$ cat config.mk
export PLATFORM = sky130hd
export DESIGN_NAME = delimiter_string_splitter
export DESIGN_NICKNAME = d
export VERILOG_FILES = /design/src/rtl/dss_pkg.sv /design/src/rtl/delimiter_string_splitter.sv
export SDC_FILE = /design/constraint.sdc
export NUM_CORES = 1
export LEC_CHECK = 0
export ABC_AREA = 1
export BUFFER_PORTS_ARGS = -buffer_cell sky130_fd_sc_hd__buf_4
export CELL_PAD_IN_SITES_DETAIL_PLACEMENT = 0
export CELL_PAD_IN_SITES_GLOBAL_PLACEMENT = 1
export CORE_ASPECT_RATIO = 1.25
export CORE_MARGIN = 8
export CORE_UTILIZATION = 38
export DETAILED_ROUTE_END_ITERATION = 7
export PLACE_DENSITY = 0.78
export SLEW_MARGIN = 5
export SYNTH_ARGS = -nofsm -noshare
export SYNTH_HDL_FRONTEND = slang
export SYNTH_SLANG_ARGS = --single-unit
export TNS_END_PERCENT = 10
$ cat constraint.sdc
create_clock -name clk -period 6.3 [get_ports clk]
set_input_delay 0 -clock clk [delete_from_list [all_inputs] [get_ports clk]]
set_output_delay 0 -clock clk [all_outputs]
set_load 0.05 [all_outputs]
$ cat src/rtl/dss_pkg.sv
`timescale 1ns / 1ps
// ----------------------------------------------------------------------------
// dss_pkg - shared definitions for the delimiter string splitter
// Sizes of the string position counters, delimiter window and result beat.
// ----------------------------------------------------------------------------
package dss_pkg;

    // longest string that is counted and matched
    localparam int MAX_STRING_LENGTH   = 65536;
    // widest delimiter supported
    localparam int MAX_DELIMITER_BYTES = 8;

    // position counter holds 0 .. MAX_STRING_LENGTH
    localparam int POS_W    = $clog2(MAX_STRING_LENGTH + 1);
    localparam int WIN_W    = 8 * MAX_DELIMITER_BYTES;
    localparam int DLEN_W   = 4;
    localparam int OFFSET_W = 16;
    localparam int LENGTH_W = 17;
    localparam int TOTAL_W  = 17;

    // result tdata: offset, length, total, padded to whole bytes
    localparam int RES_W   = OFFSET_W + LENGTH_W + TOTAL_W;
    localparam int TDATA_W = ((RES_W + 7) / 8) * 8;

    // configuration register indexes
    typedef enum logic [0:0] {
        CFG_DELIM_BYTES  = 1'b0,
        CFG_DELIM_LENGTH = 1'b1
    } cfg_index_t;

    // one result beat
    typedef struct packed {
        logic                has_fragment;
        logic [OFFSET_W-1:0] frag_offset;
        logic [LENGTH_W-1:0] frag_length;
        logic                end_of_string;
        logic [TOTAL_W-1:0]  fragment_total;
        logic                length_overflow;
    } frag_result_t;

endpackage

$ cat src/rtl/delimiter_string_splitter.sv
`timescale 1ns / 1ps
// ----------------------------------------------------------------------------
// delimiter_string_splitter - split a byte stream on a multibyte delimiter
// Reports each nonempty fragment as offset and length, closes each string.
// ----------------------------------------------------------------------------
// Usage
//   s_* carries one string byte per beat, s_tlast on the final byte.
//   m_* carries a result beat: tdata holds offset, length and fragment total,
//   tuser holds the fragment and overflow flags, tlast marks the closing beat.
//   A beat comes out when a delimiter ends a nonempty fragment, and always on
//   the last byte of a string (with the tail fragment if there is one).
//   cfg_we/cfg_index/cfg_data write the delimiter bytes (index 0) and the
//   delimiter length (index 1); write only while the block is idle.
// Timing
//   the result beat is registered, valid in the cycle after its byte is taken;
//   one byte is taken every cycle that s_tready is high, set by the single
//   window compare and position update between the state registers and the
//   result register. s_tready drops only while a beat is held with m_tready low.
// Reset
//   clears all string state, delimiter bytes to zero, delimiter length to 1.
//   After each closing beat the string state returns to zero.
// ----------------------------------------------------------------------------
module delimiter_string_splitter
    import dss_pkg::*;
(
    input  logic               clk,
    input  logic               rst_n,
    // configuration write port
    input  logic               cfg_we,
    input  logic               cfg_index,
    input  logic [WIN_W-1:0]   cfg_data,
    // input bytes
    input  logic               s_tvalid,
    output logic               s_tready,
    input  logic [7:0]         s_tdata,   // data_byte[7:0]
    input  logic               s_tlast,   // last_byte
    // result beats
    output logic               m_tvalid,
    input  logic               m_tready,
    output logic [TDATA_W-1:0] m_tdata,   // frag_offset[15:0], frag_length[32:16],
                                          // fragment_total[49:33], zero pad
    output logic [1:0]         m_tuser,   // has_fragment[0], length_overflow[1]
    output logic               m_tlast    // end_of_string
);

    // configuration registers
    logic [WIN_W-1:0]  delim_bytes_reg;
    logic [DLEN_W-1:0] delim_length_reg;

    // string state
    logic [WIN_W-1:0]   recent_reg, recent_next;
    logic [POS_W-1:0]   pos_reg, pos_next;
    logic [POS_W-1:0]   start_reg, start_next;
    logic [TOTAL_W-1:0] count_reg, count_next;
    logic               ovf_reg, ovf_next;

    // result register
    logic               out_valid_reg, out_valid_next;
    frag_result_t       res_reg, res_next;

    logic                      accept;
    logic                      emit;
    logic [DLEN_W-1:0]         dlen;
    logic [WIN_W-1:0]          window;
    logic [MAX_DELIMITER_BYTES-1:0] len_match;
    logic                      full;
    logic [POS_W-1:0]          pos_inc;
    logic [POS_W-1:0]          span;
    logic [POS_W-1:0]          match_start;
    logic                      matched;

    assign accept   = s_tvalid && s_tready;
    assign s_tready = !out_valid_reg || m_tready;

    // configuration writes
    always_ff @(posedge clk or negedge rst_n)
    begin
        if (!rst_n)
        begin
            delim_bytes_reg  <= '0;
            delim_length_reg <= DLEN_W'(1);
        end
        else if (cfg_we)
        begin
            unique case (cfg_index_t'(cfg_index))
                CFG_DELIM_BYTES:  delim_bytes_reg  <= cfg_data;
                CFG_DELIM_LENGTH: delim_length_reg <= cfg_data[DLEN_W-1:0];
                default:          delim_bytes_reg  <= delim_bytes_reg;
            endcase
        end
    end

    // effective delimiter length, clamped to 1 .. max
    always_comb
    begin
        if (delim_length_reg == '0)
            dlen = DLEN_W'(1);
        else if (delim_length_reg > DLEN_W'(MAX_DELIMITER_BYTES))
            dlen = DLEN_W'(MAX_DELIMITER_BYTES);
        else
            dlen = delim_length_reg;
    end

    // window with the new byte, compared for every delimiter length at once
    assign window = {recent_reg[WIN_W-9:0], s_tdata};

    always_comb
    begin
        for (int l = 1; l <= MAX_DELIMITER_BYTES; l++)
        begin
            len_match[l-1] = 1'b1;
            for (int j = 0; j < l; j++)
            begin
                if (window[8*(l-1-j) +: 8] != delim_bytes_reg[8*j +: 8])
                    len_match[l-1] = 1'b0;
            end
        end
    end

    // position arithmetic
    assign full        = (pos_reg >= POS_W'(MAX_STRING_LENGTH));
    assign pos_inc     = pos_reg + POS_W'(1);
    assign span        = pos_inc - start_reg;
    assign match_start = pos_inc - POS_W'(dlen);
    assign matched     = !full && (span >= POS_W'(dlen))
                         && len_match[dlen[$clog2(MAX_DELIMITER_BYTES+1)-2:0] - 1'b1];

    // next string state and result for the current byte
    always_comb
    begin
        recent_next = recent_reg;
        pos_next    = pos_reg;
        start_next  = start_reg;
        count_next  = count_reg;
        ovf_next    = ovf_reg;
        res_next    = '0;

        if (full)
        begin
            ovf_next = 1'b1;
        end
        else
        begin
            recent_next = window;
            pos_next    = pos_inc;
        end

        // delimiter completed: report the fragment before it if nonempty
        if (matched)
        begin
            if (match_start > start_reg)
            begin
                res_next.has_fragment = 1'b1;
                res_next.frag_offset  = start_reg[OFFSET_W-1:0];
                res_next.frag_length  = LENGTH_W'(match_start - start_reg);
                count_next            = count_reg + TOTAL_W'(1);
            end
            start_next = pos_inc;
        end

        // tail fragment on the last byte
        if (!res_next.has_fragment && s_tlast && (pos_next > start_next))
        begin
            res_next.has_fragment = 1'b1;
            res_next.frag_offset  = start_next[OFFSET_W-1:0];
            res_next.frag_length  = LENGTH_W'(pos_next - start_next);
            count_next            = count_reg + TOTAL_W'(1);
            start_next            = pos_next;
        end

        res_next.end_of_string   = s_tlast;
        res_next.fragment_total  = count_next;
        res_next.length_overflow = ovf_next;

        // closing beat returns the string state to zero
        if (s_tlast)
        begin
            recent_next = '0;
            pos_next    = '0;
            start_next  = '0;
            count_next  = '0;
            ovf_next    = 1'b0;
        end
    end

    assign emit = res_next.has_fragment || s_tlast;

    // string state registers
    always_ff @(posedge clk or negedge rst_n)
    begin
        if (!rst_n)
        begin
            recent_reg <= '0;
            pos_reg    <= '0;
            start_reg  <= '0;
            count_reg  <= '0;
            ovf_reg    <= 1'b0;
        end
        else if (accept)
        begin
            recent_reg <= recent_next;
            pos_reg    <= pos_next;
            start_reg  <= start_next;
            count_reg  <= count_next;
            ovf_reg    <= ovf_next;
        end
    end

    // result register valid
    always_comb
    begin
        if (accept && emit)
            out_valid_next = 1'b1;
        else if (m_tready)
            out_valid_next = 1'b0;
        else
            out_valid_next = out_valid_reg;
    end

    always_ff @(posedge clk or negedge rst_n)
    begin
        if (!rst_n)
            out_valid_reg <= 1'b0;
        else
            out_valid_reg <= out_valid_next;
    end

    // result payload, loaded with each emitted beat
    always_ff @(posedge clk)
    begin
        if (accept && emit)
            res_reg <= res_next;
    end

    assign m_tvalid = out_valid_reg;
    assign m_tdata  = {{(TDATA_W - RES_W){1'b0}}, res_reg.fragment_total,
                       res_reg.frag_length, res_reg.frag_offset};
    assign m_tuser  = {res_reg.length_overflow, res_reg.has_fragment};
    assign m_tlast  = res_reg.end_of_string;

`ifndef SYNTHESIS
    // a reported fragment is never empty
    a_frag_nonempty: assert property (@(posedge clk) disable iff (!rst_n)
        (m_tvalid && m_tuser[0]) |-> (m_tdata[OFFSET_W +: LENGTH_W] != '0))
        else $error("fragment beat with zero length");

    // every beat carries a fragment or closes a string
    a_beat_meaningful: assert property (@(posedge clk) disable iff (!rst_n)
        m_tvalid |-> (m_tuser[0] || m_tlast))
        else $error("result beat with neither fragment nor end of string");

    // string state is cleared after the last byte
    a_clear_after_last: assert property (@(posedge clk) disable iff (!rst_n)
        (accept && s_tlast) |=> (pos_reg == '0 && count_reg == '0 && !ovf_reg))
        else $error("string state not cleared after last byte");

    // position saturates and fragment start never passes it
    a_pos_bounds: assert property (@(posedge clk) disable iff (!rst_n)
        (pos_reg <= POS_W'(MAX_STRING_LENGTH)) && (start_reg <= pos_reg))
        else $error("position counter out of range");
`endif

endmodule
After elaboration in Yosys (flattened, before gate mapping)
Cells that the tools add are included.
W data, S select, Z words.
{ "totals": {"regBits": 230, "in_bits": 79, "out_inout_bits": 61, "wordCells": 139} }
{ "op_classes": {"add_sub_neg": 7, "n_lt_le_gt_ge": 6, "n_eq_ne": 37, "mux": 58, "n_bitwise": 1, "reduce_logical": 16} }
{ "op_table": {"columns": ["operator", "count"], "rows": [
  ["$ne A8 B8 Y1", 36],
  ["$mux W17", 9],
  ["$mux W56", 2],
  ["$mux W34", 3],
  ["$sub A17 B17 Y17", 3],
  ["$mux W1", 41],
  ["$add A17 B1 Y17 const B", 2],
  ["$gt A17 B17 Y1", 2],
  ["$ge A17 B17 Y1 const B", 1],
  ["$ge A17 B4 Y1", 1],
  ["$sub A17 B4 Y17", 1],
  ["$mux W4", 2],
  ["$logic_and A1 B1 Y1", 6],
  ["$reduce_and A2 Y1", 3],
  ["$gt A4 B4 Y1 const B", 1],
  ["$logic_not A4 Y1", 1],
  ["$lt A3 B4 Y1 const B", 1],
  ["$bmux W1 S3", 1],
  ["$logic_not A1 Y1", 3],
  ["$sub A3 B1 Y3 const B", 1],
  ["$logic_or A1 B1 Y1", 2],
  ["$ne A2 B2 Y1 const B", 1],
  ["$reduce_bool A2 Y1", 1],
  ["$not A1 Y1", 1]
]} }

Depth between registers and ports, before layout
Gate-level depths: netlist of the first run.
{ "depth": {"ltp_word": 20, "ltp_mapped": 39, "mapped_depth_nobuf": 37} }

Worst setup path after synthesis of the first run
Ideal clock, no wire load.
{ "synth_timing": {"kind": "register to register", "startpoint": "reg pos_reg[0]", "endpoint": "reg res_reg, in the netlist m_tdata[0] (enable)", "setup_ns": 0.407, "t_arrival_ns": 5.308, "required_ns": 5.893, "setup_slack_ns": 0.585, "stages_incl_launch_ff": 30, "path_buffers": 2, "synth_period_minus_slack_ns": 5.715, "cell_sequence": "dfrtp_1 ha_1 xor2_1 ha_1 nand2_1 nor2_1 a211oi_1 o21ai_0 inv_1 nand2_1 nor3_2 nand2_1 nor2_1 nand3b_1 nor3_1 xor2_1 inv_1 ha_1 nand4_1 nor3_1 nand4_1 nand3_1 nand2_1 inv_1 nand4_2 buf_6 buf_8 inv_1 o21ai_1 inv_1"} }
{ "synth_via": {"elab_chain_len": 12, "word_cells_on_any_way": 20, "cone_classes": "add/sub: 3; order compare: 4; mux: 5; reduce/logical: 8"} }
{ "synth_lines": {"columns": ["element", "line", "source"], "rows": [
  ["start, declared", "delimiter_string_splitter.sv:52", "logic [POS_W-1:0] pos_reg, pos_next;"],
  ["start signal, assigned", "delimiter_string_splitter.sv:202", "pos_reg <= pos_next;"],
  ["parallel branches: the longest is 9 deep, another holds $add A17 B1 Y17", null, null],
  ["$mux W34 (*)", "delimiter_string_splitter.sv:162", "if (!res_next.has_fragment && s_tlast && (pos_next > start_next))"],
  ["$logic_or A1 B1 Y1 (*)", "delimiter_string_splitter.sv:186", "assign emit = res_next.has_fragment || s_tlast;"],
  ["$logic_and A1 B1 Y1 (*)", "delimiter_string_splitter.sv:231", "if (accept && emit)"],
  ["end signal, assigned", "delimiter_string_splitter.sv:232", "res_reg <= res_next;"],
  ["end, declared", "delimiter_string_splitter.sv:59", "frag_result_t res_reg, res_next;"]
]} }
Every way passes the cells marked *.
A chain may end at the register's enable or synchronous reset.

Worst setup path after layout of the first run
{ "layout_timing": {"startpoint": "reg pos_reg[2]", "endpoint": "reg start_reg[3]"} }
{ "layout_via": {"elab_chain_len": 11, "word_cells_on_any_way": 19, "cone_classes": "add/sub: 3; order compare: 4; mux: 6; reduce/logical: 6"} }
{ "layout_lines": {"columns": ["element", "line", "source"], "rows": [
  ["parallel branches: the longest is 9 deep, another holds $add A17 B1 Y17", null, null],
  ["$mux W17 (*)", "delimiter_string_splitter.sv:162", null],
  ["$mux W17 (*)", "delimiter_string_splitter.sv:176", "if (s_tlast)"],
  ["end signal, assigned", "delimiter_string_splitter.sv:203", "start_reg <= start_next;"],
  ["end, declared", "delimiter_string_splitter.sv:53", "logic [POS_W-1:0] start_reg, start_next;"]
]} }
Marked as above.

==> results of run 1 <==
synth_stat cells, types with 2 or more instances:
| master | number |
|---|---|
| nand2_1 | 744 |
| nor4_1 | 4 |
| o21ai_0 | 133 |
| o21ai_1 | 33 |
| ha_1 | 62 |
| a22o_1 | 2 |
| and2_1 | 3 |
| inv_1 | 266 |
| a21oi_1 | 92 |
| nand2_2 | 10 |
| nand4_2 | 8 |
| a31oi_1 | 3 |
| o211ai_1 | 5 |
| mux2_2 | 23 |
| edfxtp_1 | 53 |
| o22ai_1 | 19 |
| clkbuf_1 | 43 |
| nor3_1 | 23 |
| o32ai_1 | 53 |
| a211oi_1 | 2 |
| fa_1 | 4 |
| nand4_1 | 76 |
| a21o_1 | 4 |
| inv_2 | 11 |
| dfrtp_1 | 176 |
| o21ai_2 | 17 |
| buf_4 | 13 |
| o21bai_1 | 3 |
| nand3b_1 | 7 |
| buf_2 | 66 |
| xor2_1 | 87 |
| nand3_4 | 3 |
| xnor2_1 | 115 |
| nor2_2 | 2 |
| clkbuf_2 | 4 |
| buf_6 | 3 |
| nand3_1 | 59 |
| buf_1 | 8 |
| o31ai_1 | 10 |
| nor2_1 | 213 |
| or2_2 | 4 |
timing repair:
action | CTS | global route
resized for setup | 0 | 18
hold buffers | 80 | 0
hold endpoints to repair | 161 | 0
setup endpoints to repair | 0 | 138
layer usage:
metal / share of wire / vias to the layer above / routed length (um) / global-route usage
met4: 0.067 / 0 / 4879 / 0.1582
met3: 0.046 / 192 / 3374 / 0.02969
met2: 0.52 / 606 / 37610 / 0.4781
met5: 0 / - / 0 / 0
met1: 0.37 / 8319 / 27100 / 0.2863
li1: - / 8369 / - / -
critical path: cells and delay by family, from the launching register on:
| family | cells | cell delay, ns |
|---|---|---|
| DFF | 1 | 0.41 |
| xor gates and xnor gates | 1 | 0.21 |
| AOI/OAI and AO/OA | 3 | 0.41 |
| and+or+nand+nor | 21 | 3.06 |
| buffers and inverters | 7 | 0.99 |
| adders and majority gates | 2 | 0.60 |
worst max path at each step:
stage | start | to | slack (ns) | cells past startpoint
floorplan | pos_reg[0] | m_tdata[0] | 0.58 | 29
global placement | pos_reg[2] | m_tdata[49] | 0.17 | 33
detailed placement | pos_reg[1] | m_tdata[44] | 0.09 | 31
CTS | pos_reg[1] | m_tdata[44] | 0.06 | 31
global route | pos_reg[2] | m_tdata[46] | -0.09 | 33
finish | pos_reg[2] | start_reg[3] | 0.36 | 34
area by class of cell:
| class | instances | area (um2) | area share |
|---|---|---|---|
| timing repair buffer | 263 | 2210 | 0.1050 |
| clock inverter | 14 | 135.1 | 0.006422 |
| multi-input combinational | 1840 | 10170 | 0.4832 |
| tap | 585 | 732.0 | 0.03479 |
| sequential | 230 | 6022 | 0.2862 |
| clock buffer | 34 | 732.0 | 0.03479 |
| inverter | 278 | 1044 | 0.04960 |
metrics by stage:
stage / TNS (ns) / worst slack, ns
after floorplan: 0 / 0.5848
after global placement: 0 / 0.1739
after detailed placement: 0 / 0.09199
after CTS: 0 / 0.06401
after global routing: -4.800 / -0.09197
final: 0 / 0.3602
logic make-up (layout without fill, tap and decap cells):
| logic type | after synthesis | after routing | synth area share |
|---|---|---|---|
| other cells | 1 | 6 | 0.0002108 |
| mux | 23 | 23 | 0.01456 |
| buf+inv | 416 | 589 | 0.09732 |
| fa+ha+maj | 66 | 66 | 0.04810 |
| simple gates | 1160 | 1162 | 0.2733 |
| xor+xnor | 202 | 202 | 0.09943 |
| compound gates | 381 | 381 | 0.1287 |
| flops | 230 | 230 | 0.3384 |
power breakdown:
| part | leakage [nW] | internal, W | total [W] | switching [W] |
|---|---|---|---|---|
| Clock | 0.427 | 0.000902 | 0.00158 | 0.000683 |
| Combinational | 6.93 | 0.00188 | 0.00548 | 0.00360 |
| Sequential | 2.77 | 0.00188 | 0.00224 | 0.000364 |
==> results by group, run 1 <==
STA
  – Tmin final: ~5.9 ns
  – Final Hold Viols: 0
  – Fin crit share: 0.9428
  – Fin Hold WS: 0.01736 ns
  – Worst slew pin tran: 1.115 ns
  – Max-slew violation count: 0
  – RSZ-0062 raised after global routing: true
  – Slew headroom: 0.2567
  – Worst Clk Skew: 0.01283 ns
  – Max Fclk: 168.4 MHz
  – Final setup fails: 0

Job
  – Max-Cap Viols: 0

Yosys
  – Yosys synthesis warning count: 0
  – Synth unique cells: 54
  – Ys async rst share: 0.7696
  – Top-area cell type share of the netlist area: 0.2475
  – Avg Cell Area, Syn: 7.178 um2
  – Main synth FF type: dfrtp_1
  – Post-synth EDFFs: 53
  – Area leader, netlist: dfrtp_1
  – Mapped Area: 17,790 um2
  – FF+latch count, synth: 230
  – Syn Inst Count: ~2,500
  – Top post-synthesis cells by area: dfrtp_1, nand2_1, edfxtp_1
  – Seq/Total Area, Yosys: 0.3384

Layout
  – Util after Layout: 0.4550
  – Fill count: roughly 4,700
  – Final nets: 2,785
  – Commonest non-fill, non-tap cell in the layout: nand2_1
  – Diodes inserted: 0
  – Commonest cells after routing, fill and taps aside: nand2_1, inv_1, nor2_1
  – Max FFs per register: 64
  – Design area: 21,040 um2
  – Final Non-Filler Cells: 3,244
  – Area Overhead vs Synth: 18.25%
  – Fraction of layout cells with a size suffix above 1: 0.1230

Worst setup path
  – Worst reg2reg setup slack: 0.36 ns
  – Worst stage delay on the critical path: 0.47 ns
  – WP data required: 6.71 ns
  – Critical path data arrival time: 6.35 ns
  – Crit path kind: flop to flop
  – Worst r2r dst: start_reg[3]
  – Cell mode on critical path: nand2_1
  – Crit path launch type: flop
  – R2R depth: 34
  – Reg2reg start: pos_reg[2]
  – CP endpoint kind: flop
  – CP max-delay cell: nor4_1
  – Crit-path max FO: 56

Clock network
  – H-tree depth: 1
  – Root Driver: clkbuf_16
  – CTS tree: done
  – Worst skew pair latency: 0.58 ns
  – Clock Tree Buf Depth: 3
  – Num CTS Buffers: 27
  – Reg clk slew, reported paths: 0.06 ns
  – Setup Buffers After CTS: 0
  – CTS sink cnt: 230

Place
  – Number of port buffers: ~130
  – Hpwl dp: 55,650 um
  – Placed instance count: approximately 3,100
  – DP Area: 19,290 um2
  – Routability cong.: 1.025

Routing
  – Vias: between 15,000 and 20,000
  – Mean routed wirelength per cell: ~22 um
  – Vias per inst: 5.390
  – Detailed Routing Iterations Pass 1: 6
  – DRT Wirelength: approximately 73,000 um
  – Drt initial violations: 1,210
  – Final ANT Viol Nets: 0
  – DRC: 0

Power and ir drop
  – Leak: 10.12 nW
  – Pwr Total: slightly above 0.009 W
  – Max VDD drop: 0.2160 mV
  – P per Cell Area: 442.5 nW/um2

Die
  – Core region area: 46,240 um2
  – Die area: 54,050 um2
  – Die W: 209.5 um
  – Chip height: 257.9 um
  – FP Rows: between 80 and 90
  – Initial Util: 0.3848
  – Ports: 140

Global route
  – Largest net degree at the start of global routing: 67
  – GRT overflow: 0
  – First-pass GRT wire length: roughly 110,000 um
  – Initial antenna violation count: 0
  – Total GRT Usage: 0.2611
  – Vias in the first global route: around 18,000

Hold path
  – Hold EP: delim_bytes_reg[1]
  – Hold Path Depth: 4
  – Min-Delay Path Class: primary input to flop
  – Hold Crit Start: cfg_we

Status
  – Status: complete, no violations
No activity file was read; power rests on OpenSTA's default activity.
==> inputs of run 2 (changes only) <==
Settings changed: HOLD_SLACK_MARGIN from default to 0.15.
==> results by group, run 2 (same netlist as run 1, synthesis figures left out) <==
STA
  – Fin crit share: 0.9494 (+0.006607)
  – Tmin final: 5.981 ns (+0.04162 ns)
  – Setup ws final: 0.3185 ns (-0.04162 ns)
  – RSZ-0062 raised after global routing: true
  – Max Fclk: 167.2 MHz (-0.70%)
  – Worst Clk Skew: 0.01181 ns (-0.001014 ns)
  – Max-slew violation count: 0 (unchanged)
  – Worst slew pin tran: 1.119 ns (+0.004279 ns)
  – Setup_tns: 0 ns (unchanged)
  – Slew headroom: 0.2530 (-0.003674)
  – Final setup fails: 0 (unchanged)
  – Final Hold Viols: 0 (unchanged)

Routing
  – Drt initial violations: 1,232 (+1.8%)
  – Mean routed wirelength per cell: 22.35 um (-0.63%)
  – Final ANT Viol Nets: 0 (unchanged)
  – DRC: 0 (unchanged)
  – Vias per inst: 5.398 (+0.14%)
  – DRT Wirelength: 73,450 um (+0.66%)
  – Vias: 17,740 (+1.4%)
  – Detailed Routing Iterations Pass 1: 7 (+1)

Layout
  – Multi-input gate area: 10,170 um2 (unchanged)
  – Area Overhead vs Synth: 20.71%
  – Fill count: 4,683 (-0.55%)
  – Storage cell area: 6022 um2 (unchanged)
  – Commonest cells after routing, fill and taps aside: nand2_1, inv_1, nor2_1
  – Final nets: 2,827 (+1.5%)
  – Diodes inserted: 0 (unchanged)
  – Final Non-Filler Cells: 3,286 (+1.3%)
  – Commonest non-fill, non-tap cell in the layout: nand2_1
  – Max FFs per register: 64 (unchanged)
  – Fraction of layout cells with a size suffix above 1: 0.1214 (-0.001542)

Clock network
  – CTS tree: done
  – Root Driver: clkbuf_16
  – CTS sink cnt: 230 (unchanged)
  – Clock Tree Buf Depth: 3 (unchanged)
  – Num CTS Buffers: 27 (unchanged)
  – Setup Buffers After CTS: 0 (unchanged)
  – Reg clk slew, reported paths: 0.06 ns (about the same)
  – Worst skew pair latency: 0.58 ns (about the same)
  – H-tree depth: 1 (unchanged)

Power and ir drop
  – Max VDD drop: 0.2187 mV (+1.3%)
  – Leak: 10.33 nW (+2.1%)
  – Pwr Total: 0.009343 W (+0.36%)
  – P per Cell Area: 435.0 nW/um2 (-1.7%)

Worst setup path
  – Critical path launch point: pos_reg[2]
  – Cell mode on critical path: nand2_1
  – Crit path kind: flop to flop
  – Worst stage delay on the critical path: 0.47 ns (about the same)
  – Critical path data arrival time: 6.39 ns (+0.04 ns)
  – Reg2reg start: pos_reg[2]
  – CP max-delay cell: nor4_1
  – WP data required: 6.70 ns (about the same)
  – CP endpoint kind: flop
  – Crit path launch type: flop
  – Crit-path max FO: 56 (unchanged)

Place
  – Placed instance count: 3,114 (unchanged)
  – Number of port buffers: 133 (unchanged)
  – Hpwl dp: 55,650 um (unchanged)
  – Routability cong.: 1.025 (unchanged)
  – Place WS: 0.09199 ns (unchanged)

Global route
  – Total GRT Usage: 0.2631 (+0.001929)
  – Initial antenna violation count: 0 (unchanged)
  – First-pass GRT wire length: 109,100 um (+0.84%)
  – Vias in the first global route: 17,730 (+1.1%)
  – GRT overflow: 0 (unchanged)
  – Largest net degree at the start of global routing: 67 (unchanged)

Status
  – Status: complete, no violations

Die
  – Die W: 209.5 um (unchanged)
  – Chip height: 257.9 um (unchanged)
  – Ports: 140 (unchanged)
  – Core region area: 46,240 um2 (unchanged)
  – Initial Util: 0.3848 (unchanged)
  – Die area: 54,050 um2 (unchanged)
  – FP Rows: 88 (unchanged)

Job
  – Max-Cap Viols: 0 (unchanged)

Hold path
  – Hold Crit Start: cfg_data[59]
  – Min-Delay Path Class: primary input to flop
run 2: cell count changes in the layout (fill, tap and decap cells not counted):
cell / previous run / this run
dlygate4sd3_1: 80 / 121
buf_16: 0 / 1
run 2: final cells by class:
class / count / share of cell area
Clock buffer: 34 / 0.03408
Clock inverter: 14 / 0.006292
Timing Repair Buffer: 305 / 0.1233
Sequential cell: 230 / 0.2804
Multi-Input combinational cell: 1840 / 0.4733
Inverter: 278 / 0.04858
Tap cell: 585 / 0.03408
run 2: timing repair:
item | CTS | global route
setup endpoints to repair | 0 | 139
hold buffers | 122 | 0
hold endpoints to repair | 181 | 0
resized for setup | 0 | 18
run 2: final timing paths:
check / end / slack (ns) / cells past startpoint
worst max-delay path: start_reg[3] / 0.32 / 34
worst min-delay path: delim_bytes_reg[59] / 0.21 / 3
worst max register to register: start_reg[3] / 0.32 / 34
worst min register to register: count_reg[16] / 0.49 / 2
max in group asynchronous: delim_length_reg[3] / 4.86 / 4
min in group asynchronous: delim_bytes_reg[52] / 0.61 / 4
run 2: per-layer routing:
layer,routed length (um),vias up,track usage
li1,-,8457,-
met2,37680,647,0.4821
met3,3525,204,0.02933
met5,0,-,0
met4,4898,0,0.1554
met1,27350,8430,0.2899
run 2: per-stage QoR:
step	utilization	hold WS (ns)	area, um2
global route	0.4644	0.1960	21480
CTS	0.4627	0.1797	21400
detailed placement	0.4172	0.04545	19290
global placement	0.4172	0.04578	19290
finish	0.4644	0.2068	21480
floorplan	-	-0.2956	17810
run 2: worst max-delay path: cells and delay by family, from the launching register on:
family | cells | cell delay (ns)
buffers and inverters | 7 | 1.01
flip-flops | 1 | 0.41
AO/OA/AOI/OAI | 3 | 0.40
AND/OR/NAND/NOR | 21 | 3.10
adder cells (fa/ha/maj) | 2 | 0.60
XOR/XNOR | 1 | 0.21
run 2: where the power goes:
part | internal (W) | leakage, nW | switching, W
clock | 0.000902 | 0.427 | 0.000679
combinational | 0.00192 | 7.14 | 0.00360
sequential | 0.00188 | 2.77 | 0.000365
total | 0.00470 | 10.3 | 0.00465
